**src/hw/rtl/bmdf_pkg.sv**
```systemverilog
package bmdf_pkg;

  localparam int unsigned FIELD_W = 16;
  localparam int unsigned NUM_LANES = 4;

  typedef struct packed {
    logic signed [FIELD_W-1:0] class_id;
    logic signed [FIELD_W-1:0] x_pos;
    logic signed [FIELD_W-1:0] y_pos;
    logic signed [FIELD_W-1:0] box_height;
    logic signed [FIELD_W-1:0] box_width;
  } in_t;

  typedef struct packed {
    logic signed [FIELD_W-1:0] last_class_id;
    logic signed [FIELD_W-1:0] median_x;
    logic signed [FIELD_W-1:0] median_y;
    logic signed [FIELD_W-1:0] median_height;
    logic signed [FIELD_W-1:0] median_width;
  } out_t;

  // One stored record: lane 3 x, lane 2 y, lane 1 height, lane 0 width.
  typedef logic [NUM_LANES-1:0][FIELD_W-1:0] rec_t;

  typedef enum logic [1:0] {
    ST_IDLE,
    ST_SCAN,
    ST_DRAIN,
    ST_LOAD
  } state_t;

  typedef struct packed {
    logic wr;
    logic rd;
    logic last_j;
    logic load;
  } cmd_t;

  typedef struct packed {
    logic out_free;
  } sts_t;

endpackage

```
**src/hw/rtl/bmdf_ctrl.sv**
```systemverilog
module bmdf_ctrl
  import bmdf_pkg::*;
#(
  parameter int unsigned RECORDS = 3,
  parameter int unsigned AW = 2
) (
  input  logic          clk,
  input  logic          rst_n,
  input  logic          in_valid,
  output logic          in_ready,
  input  sts_t          sts,
  output cmd_t          cmd,
  output logic [AW-1:0] wr_addr,
  output logic [AW-1:0] rd_addr_a,
  output logic [AW-1:0] rd_addr_b
);

  localparam logic [AW-1:0] LAST = AW'(RECORDS - 1);

  state_t        state_r, state_nxt;
  logic [AW-1:0] cnt_r, cnt_nxt;
  logic [AW-1:0] i_r, i_nxt;
  logic [AW-1:0] j_r, j_nxt;

  always_ff @(posedge clk) begin
    if (!rst_n) begin
      state_r <= ST_IDLE;
      cnt_r   <= '0;
      i_r     <= '0;
      j_r     <= '0;
    end else begin
      state_r <= state_nxt;
      cnt_r   <= cnt_nxt;
      i_r     <= i_nxt;
      j_r     <= j_nxt;
    end
  end

  always_comb begin
    state_nxt = state_r;
    cnt_nxt   = cnt_r;
    i_nxt     = i_r;
    j_nxt     = j_r;
    in_ready  = 1'b0;
    cmd       = '0;
    case (state_r)
      ST_IDLE: begin
        in_ready = 1'b1;
        if (in_valid) begin
          cmd.wr = 1'b1;
          if (cnt_r == LAST) begin
            cnt_nxt   = '0;
            i_nxt     = '0;
            j_nxt     = '0;
            state_nxt = ST_SCAN;
          end else begin
            cnt_nxt = cnt_r + 1'b1;
          end
        end
      end
      ST_SCAN: begin
        // compare record i against every record j to find its rank
        cmd.rd     = 1'b1;
        cmd.last_j = (j_r == LAST);
        if (j_r == LAST) begin
          j_nxt = '0;
          if (i_r == LAST) begin
            i_nxt     = '0;
            state_nxt = ST_DRAIN;
          end else begin
            i_nxt = i_r + 1'b1;
          end
        end else begin
          j_nxt = j_r + 1'b1;
        end
      end
      ST_DRAIN: begin
        state_nxt = ST_LOAD;
      end
      ST_LOAD: begin
        // hold until the output register is free
        if (sts.out_free) begin
          cmd.load  = 1'b1;
          state_nxt = ST_IDLE;
        end
      end
      default: begin
        state_nxt = ST_IDLE;
      end
    endcase
  end

  assign wr_addr   = cnt_r;
  assign rd_addr_a = i_r;
  assign rd_addr_b = j_r;

endmodule

```
**src/hw/rtl/bmdf_datapath.sv**
```systemverilog
module bmdf_datapath
  import bmdf_pkg::*;
#(
  parameter int unsigned RECORDS = 3,
  parameter int unsigned AW = 2
) (
  input  logic          clk,
  input  logic          rst_n,
  input  in_t           in_data,
  input  cmd_t          cmd,
  input  logic [AW-1:0] wr_addr,
  input  logic [AW-1:0] rd_addr_a,
  input  logic [AW-1:0] rd_addr_b,
  output sts_t          sts,
  output logic          out_valid,
  input  logic          out_ready,
  output out_t          out_data
);

  localparam bit            EVEN    = (RECORDS % 2) == 0;
  localparam logic [AW-1:0] LO_RANK = AW'((RECORDS - 1) / 2);
  localparam logic [AW-1:0] HI_RANK = AW'(RECORDS / 2);

  rec_t mem_r [RECORDS];
  rec_t rd_a_r, rd_b_r;
  logic rd_vld_r, last_r, ji_lt_r;

  logic [FIELD_W-1:0] last_id_r;

  logic [NUM_LANES-1:0][AW-1:0]      rank_r, rank_nxt;
  logic [NUM_LANES-1:0][FIELD_W-1:0] lo_r, lo_nxt;
  logic [NUM_LANES-1:0][FIELD_W-1:0] hi_r, hi_nxt;
  logic [NUM_LANES-1:0][FIELD_W-1:0] med;

  logic out_valid_r, out_valid_nxt;
  out_t out_data_r;

  always_ff @(posedge clk) begin
    if (cmd.wr) begin
      mem_r[wr_addr] <= {in_data.x_pos, in_data.y_pos,
                         in_data.box_height, in_data.box_width};
      last_id_r      <= in_data.class_id;
    end
    if (cmd.rd) begin
      rd_a_r  <= mem_r[rd_addr_a];
      rd_b_r  <= mem_r[rd_addr_b];
      last_r  <= cmd.last_j;
      ji_lt_r <= rd_addr_b < rd_addr_a;
    end
  end

  // Stable rank: record j counts below record i if smaller, or equal and earlier.
  always_comb begin
    logic signed [FIELD_W-1:0] a, b;
    logic                      less;
    logic [AW-1:0]             sum;
    rank_nxt = rank_r;
    lo_nxt   = lo_r;
    hi_nxt   = hi_r;
    for (int f = 0; f < NUM_LANES; f++) begin
      a    = $signed(rd_a_r[f]);
      b    = $signed(rd_b_r[f]);
      less = (b < a) || ((b == a) && ji_lt_r);
      sum  = rank_r[f] + AW'(less);
      if (rd_vld_r) begin
        if (last_r) begin
          rank_nxt[f] = '0;
          if (sum == LO_RANK) lo_nxt[f] = rd_a_r[f];
          if (sum == HI_RANK) hi_nxt[f] = rd_a_r[f];
        end else begin
          rank_nxt[f] = sum;
        end
      end
    end
  end

  // Mean of the two middle values, truncated toward zero; for odd RECORDS, the middle value.
  always_comb begin
    logic signed [FIELD_W:0] pair, adj;
    for (int f = 0; f < NUM_LANES; f++) begin
      pair = {lo_r[f][FIELD_W-1], lo_r[f]} + {hi_r[f][FIELD_W-1], hi_r[f]};
      adj  = pair + {{FIELD_W{1'b0}}, pair[FIELD_W]};
      med[f] = EVEN ? adj[FIELD_W:1] : lo_r[f];
    end
  end

  always_comb begin
    out_valid_nxt = out_valid_r;
    if (cmd.load) begin
      out_valid_nxt = 1'b1;
    end else if (out_ready) begin
      out_valid_nxt = 1'b0;
    end
  end

  always_ff @(posedge clk) begin
    if (!rst_n) begin
      rd_vld_r    <= 1'b0;
      rank_r      <= '0;
      out_valid_r <= 1'b0;
    end else begin
      rd_vld_r    <= cmd.rd;
      rank_r      <= rank_nxt;
      out_valid_r <= out_valid_nxt;
    end
  end

  always_ff @(posedge clk) begin
    lo_r <= lo_nxt;
    hi_r <= hi_nxt;
    if (cmd.load) begin
      out_data_r.last_class_id <= last_id_r;
      out_data_r.median_x      <= med[3];
      out_data_r.median_y      <= med[2];
      out_data_r.median_height <= med[1];
      out_data_r.median_width  <= med[0];
    end
  end

  assign sts.out_free = !out_valid_r || out_ready;
  assign out_valid    = out_valid_r;
  assign out_data     = out_data_r;

`ifndef SYNTHESIS
  a_load_free: assert property (@(posedge clk) disable iff (!rst_n)
    cmd.load |-> (!out_valid_r || out_ready))
    else $error("result loaded over a pending request");

  a_load_shows: assert property (@(posedge clk) disable iff (!rst_n)
    cmd.load |=> out_valid_r)
    else $error("loaded result not presented");

  a_no_wr_in_scan: assert property (@(posedge clk) disable iff (!rst_n)
    cmd.wr |-> (!rd_vld_r && !cmd.rd))
    else $error("store written while ranking is in progress");
`endif

endmodule

```
**src/hw/rtl/batch_median_detection_filter_unit.sv**
```systemverilog
// After the record that completes a batch is accepted, the ranks are found
//   (one rank compare per cycle, all lanes), then DRAIN and LOAD follow;
//   LOAD holds while the previous result is not taken.
// Throughput: one record per cycle within a batch; in_ready stays low from
//   the last record of a batch until its result is loaded into the output.
// Reset: synchronous active-low rst_n empties the batch and drops out_valid.
module batch_median_detection_filter_unit
  import bmdf_pkg::*;
#(
  parameter int unsigned RECORDS = 3
) (
  input  logic clk,
  input  logic rst_n,
  input  logic in_valid,
  output logic in_ready,
  input  in_t  in_data,
  output logic out_valid,
  input  logic out_ready,
  output out_t out_data
);

  localparam int unsigned AW = (RECORDS > 1) ? $clog2(RECORDS) : 1;

  cmd_t          cmd;
  sts_t          sts;
  logic [AW-1:0] wr_addr;
  logic [AW-1:0] rd_addr_a;
  logic [AW-1:0] rd_addr_b;

  bmdf_ctrl #(
    .RECORDS (RECORDS),
    .AW      (AW)
  ) u_ctrl (
    .clk       (clk),
    .rst_n     (rst_n),
    .in_valid  (in_valid),
    .in_ready  (in_ready),
    .sts       (sts),
    .cmd       (cmd),
    .wr_addr   (wr_addr),
    .rd_addr_a (rd_addr_a),
    .rd_addr_b (rd_addr_b)
  );

  bmdf_datapath #(
    .RECORDS (RECORDS),
    .AW      (AW)
  ) u_datapath (
    .clk       (clk),
    .rst_n     (rst_n),
    .in_data   (in_data),
    .cmd       (cmd),
    .wr_addr   (wr_addr),
    .rd_addr_a (rd_addr_a),
    .rd_addr_b (rd_addr_b),
    .sts       (sts),
    .out_valid (out_valid),
    .out_ready (out_ready),
    .out_data  (out_data)
  );

endmodule
```
**config.mk**
```make
export PLATFORM = sky130hd
export DESIGN_NAME = batch_median_detection_filter_unit
export DESIGN_NICKNAME = d
export VERILOG_FILES = /design/src/hw/rtl/bmdf_pkg.sv /design/src/hw/rtl/bmdf_ctrl.sv /design/src/hw/rtl/bmdf_datapath.sv /design/src/hw/rtl/batch_median_detection_filter_unit.sv
export SDC_FILE = /design/constraint.sdc
export NUM_CORES = 1
export LEC_CHECK = 0
export ABC_AREA = 1
export BUFFER_PORTS_ARGS = -buffer_cell sky130_fd_sc_hd__buf_2
export CAP_MARGIN = 20
export CORE_MARGIN = 5
export CORE_UTILIZATION = 40
export CTS_CLUSTER_DIAMETER = 40
export DETAILED_ROUTE_END_ITERATION = 7
export SYNTH_ARGS = -nofsm -noshare
export SYNTH_HDL_FRONTEND = slang
export SYNTH_SLANG_ARGS = --single-unit
```
**constraint.sdc**
```tcl
create_clock -name clk -period 13.1 [get_ports clk]
set_clock_uncertainty 0.1 [all_clocks]
set_input_delay 0.655 -clock clk [delete_from_list [all_inputs] [get_ports clk]]
set_output_delay 0.655 -clock clk [all_outputs]
set_load 0.02 [all_outputs]
```
## After elaboration in Yosys (flattened, before gate mapping)

Memories as Yosys holds them, arrays and structs flattened. A register that Yosys moved wholly into a read port is not among the register bits.
Index checks and enable logic that the tools add are counted.
W data, S select, Z words.

| word-level totals | value |
|---|---|
| flip-flop bits (word level) | 180 |
| latch bits | 0 |
| memory bits (writable) | 192 |
| memory bits (read-only) | 0 |
| input bits | 84 |
| logic and storage cells | 103 |
| memories kept | 1 |

Memory list:

| name | depth | width | rd ports | clocked after Yosys merged registers in | wr ports | line | RTL |
|---|---|---|---|---|---|---|---|
| u_datapath.mem_r | 3 | 64 | 2 | 2 | 1 | bmdf_datapath.sv:24 | `rec_t mem_r [RECORDS];` |

| cells by class | value |
|---|---|
| add/sub/neg operators | 7 |
| multipliers | 0 |
| div/mod/pow operators | 0 |
| order comparisons | 5 |
| equal/unequal tests | 19 |
| shift operators | 0 |
| mux-type cells | 28 |
| bitwise gates (word level) | 0 |
| reduce and logical (&&, ||, !) cells | 21 |

Operators by type and width:

| kind | number |
|---|---|
| $eq A16 B16 Y1 | 4 |
| $lt A16 B16 Y1 | 4 |
| $mux W2 | 16 |
| $reduce_and A3 Y1 | 5 |
| $eq A2 B1 Y1 const B | 5 |
| $eq A2 B2 Y1 const B | 5 |
| $mux W1 | 9 |
| $add A2 B1 Y2 | 4 |
| $pmux W2 S2 | 2 |
| $pmux W2 S4 | 1 |
| $add A2 B1 Y2 const B | 3 |
| $ne A2 B1 Y1 const B | 3 |
| $logic_or A1 B1 Y1 | 5 |
| $reduce_and A5 Y1 | 1 |
| $logic_and A1 B1 Y1 | 4 |
| $ne A2 B2 Y1 const B | 2 |
| $reduce_and A4 Y1 | 1 |
| $reduce_bool A2 Y1 | 2 |
| $logic_not A2 Y1 | 1 |
| $lt A2 B2 Y1 | 1 |
| $reduce_and A2 Y1 | 1 |
| $logic_not A1 Y1 | 1 |

## Depth between registers and ports, before layout

| logic depth | value |
|---|---|
| depth after elaboration | 6 |
| mapped depth | 17 |
| depth with buffers taken out | 17 |

## Cells and area by module

From an unflattened synthesis, not the netlist that was laid out.

| second synthesis, totals | value |
|---|---|
| cell total of the unflattened synthesis | 1567 |
| area, all modules | 20283.2 um^2 |

Modules (own cells, without submodules):

| module | times used | cells each | area an instance (um^2) |
|---|---|---|---|
| bmdf_datapath | 1 | 1484 | 19733.9 |
| bmdf_ctrl | 1 | 83 | 549.3 |

## Least setup slack after synthesis

OpenSTA, ideal clock, no wires.

| path | value |
|---|---|
| kind | in2reg |
| start | input port out_ready |
| end | register u_datapath.out_data_r, in the netlist u_datapath.out_data[0] (enable) |
| setup time | 0.545 ns |
| data arrival time | 4.546 ns |
| required time | 12.455 ns |
| setup slack | 7.909 ns |
| cell stages on the path | 2 |
| buffers on the path | 0 |
| path through | inv_1 -> a21oi_1 |

RTL lines:

| item | line | RTL |
|---|---|---|
| from (decl) | batch_median_detection_filter_unit.sv:18 | `input logic out_ready,` |
| to (decl) | bmdf_datapath.sv:36 | `out_t out_data_r;` |

==> flow_summary.yaml <==
power:
  power.density_nw_per_um2: 200
  power_w: 0.00466
  peakVddDrop_mv: 0.0874
  leakage_nw: 8.95
worst_hold_path:
  min_to: "u_datapath.last_id_r[15]$_DFFE_PP_"
  hp-class: "in2reg"
  worstHoldStart: "in_data[79]"
  holdPathStages: 1
logic_synthesis:
  netlist_instances: 1345
  synth-edff-count: 482
  ys_types: 28
  async_flop_share: 0
  synth_common_cells: "482 x edfxtp_1, 234 x inv_1, 223 x nand2_1"
  yosysSeqAreaShare: 0.760
  synth_top_area_cell: "edfxtp_1"
  ys_ff_latch: 500
  synthesis.area_um2: 19500
  synth_ff_type: "edfxtp_1"
  syn_area_per_cell_um2: 14.5
  synth.area.top_cells: "edfxtp_1 74%, o221ai_1 5.7%, ha_1 4.7%, inv_1 4.5%, nand2_1 4.3%"
  ys_warn_count: 0
  syn-num-nets: 1502
  synth.top_cell.area_share: 0.742
  yosysMostFrequentCell: "edfxtp_1"
critical_path:
  r2r_start: "u_ctrl.rd_addr_a[1]$_SDFFE_PN0P_"
  r2r_cells: 5
  reg2reg_setup_slack_ns: 9.93
  crit_path_start_kind: "register"
  worstSetupEndpointType: "register"
  cp.depth: 5
  cp_slowest_cell: "dfxtp_2"
  slowest_delay_ns: 0.83
  critPathKind: "reg2reg"
  worstPathCellList: "buf_4, nor2_1, inv_2, buf_4, o221ai_1"
  crit_top_cell: "buf_4"
  crit_required_ns: 13.29
  crit_path_max_fanout: 38
  cpLargestDelayFamily: "buffers and inverters"
  cp_num_buf_inv: 3
  timing.rr.end: "u_datapath.rd_a_r[44]$_DFFE_PP_"
  arrival_ns: 3.36
clock_network:
  clock_path_buffers: 3
  cts_resized: 0
  cts-hold-fix-buffers: 0
  cts_tree: "built"
  cts_sinks: 500
  post_cts_buffers: 0
  htreeDepth: 3
  cts_root_buffer: "clkbuf_16"
  clk_pin_slew_ns: 0.06
  numCtsBuffers: 66
  clkLatencyLatePin_ns: 0.58
sta:
  relSlewSlack: 0.298
  setup_tns_ns: 0
  period_needed_ns: 3.17
  fmax_ghz: 0.316
  holdWs_ns: 0.166
  fin_crit_sh: 0.242
  finalSetupViolations: 0
  drv_slew: 0
  hold_violations: 0
  worstMarginPinSlew_ns: 1.05
  setup_ws_ns: 9.93
  rsz0062_at_grt: "no"
place:
  gp_congestion: 0.774
  hpwl_um: 25200
  dp_slack_ns: 9.90
  portBuffers: 165
route:
  wirelength_um: 39900
  vias_per_cell: 4.96
  dr.first_iter.drc_count: 698
  antenna_left: 0
  drc: 0
  via_count: 11051
  drt-wirelength-per-cell_um: 17.9
  firstDrtPassIters: 5
floorplan:
  die_x_um: 231
  initial_core_util: 0.402
  ioPinCount: 166
  fp.dieArea_um2: 53300
  die_y_um: 231
  coreArea_um2: 48500
  num_rows: 81
grt:
  grt_max_degree: 73
  grt_pass1_wl_um: 61500
  grt-ovfl-total: 0
  antenna_found_initial: 7
  grt_pass1_vias: 11278
  grt_util_all_layers: 0.149
cells_and_area:
  final_layout_size_suffix_gt1_frac: 0.193
  final_util: 0.480
  nets: 1710
  fill_cells: 4152
  syn2layout_area_growth_pct: 19.4
  multi_input_area_um2: 3610
  area.sequential_um2: 14800
status:
  outcome: "finished clean"
job:
  cap_violations: 0
==> report_power, final <==
part | switching [W] | internal (W)
logic | 0.000484 | 0.000234
clock network | 0.000675 | 0.00110
registers | 0.0000831 | 0.00208
total | 0.00124 | 0.00342
==> flip-flops by register name (all words and copies together), names as in the netlist, 8 cells and up <==
| register | flops |
|---|---|
| u_datapath.rank_r | 8 |
| u_datapath.rd_a_r | 64 |
| u_datapath.mem_r | 192 |
| u_datapath.last_id_r | 16 |
| u_datapath.lo_r | 64 |
| u_datapath.rd_b_r | 64 |
| u_datapath.out_data | 80 |
==> area by class of cell <==
type                       count  share of cell area
sequential                   500               0.637
multi-input combinational    562               0.155
antenna                        4            0.000430
timing repair buffer         180              0.0403
inverter                     243              0.0391
clock buffer                  79              0.0766
tap                          622              0.0334
clock inverter                39              0.0184
==> per-layer routing <==
layer	GRT usage	part of all wire
met2	0.248	0.49
met5	0	0.0014
met1	0.186	0.42
met4	0.0659	0.028
met3	0.0338	0.060
==> cell families after synthesis <==
family / share of synthesized area
compound gates: 0.0730
xor+xnor: 0.00180
fa+ha+maj: 0.0468
buf+inv: 0.0564
flops: 0.760
simple gates: 0.0616
==> how the worst max path moves through the flow <==
stage	start	to	slack (ns)
final	u_ctrl.rd_addr_a[1]$_SDFFE_PN0P_	u_datapath.rd_a_r[44]$_DFFE_PP_	9.93
after CTS	u_ctrl.state_r[0]$_SDFFE_PN0P_	u_ctrl.rd_addr_b[1]$_SDFFE_PN0P_	9.89
after detailed placement	u_ctrl.state_r[1]$_SDFFE_PN0P_	u_ctrl.rd_addr_b[0]$_SDFFE_PN0P_	9.90
after floorplan	out_ready	u_datapath.out_data[0]$_DFFE_PP_	7.91
after global placement	u_ctrl.rd_addr_a[1]$_SDFFE_PN0P_	u_datapath.rd_a_r[57]$_DFFE_PP_	9.98
after global routing	u_ctrl.state_r[0]$_SDFFE_PN0P_	u_ctrl.rd_addr_b[1]$_SDFFE_PN0P_	9.71
==> per-stage QoR <==
stage,area (um2),cells
3_3_place_gp,21100,2107
2_1_floorplan,19500,1345
6_report,23300,2229
5_1_grt,23300,2228
3_5_place_dp,21100,2107
4_1_cts,23300,2225
==> layout by cell type (no fill, tap or decap), types with 2 or more instances in the layout <==
cell,instances
clkbuf_16,69
o21ai_1,2
o221ai_1,128
nand4_1,3
nand3_1,28
a21o_1,4
nor2_1,35
clkbuf_1,8
xor2_1,4
clkinv_1,2
nand2_1,223
o21ai_0,6
clkinvlp_4,7
a22oi_1,2
inv_8,2
clkinv_2,9
inv_1,234
a21oi_1,38
a211oi_1,2
edfxtp_1,482
clkbuf_8,2
ha_1,72
inv_6,7
nor2_2,2
buf_2,165
nor3_1,3
buf_4,15
bufinv_16,6
clkinv_4,5
dfxtp_2,2
nor2_4,2
diode_2,4
inv_2,9
dfxtp_1,16
Note: power is estimated with default switching activity, not from simulation.
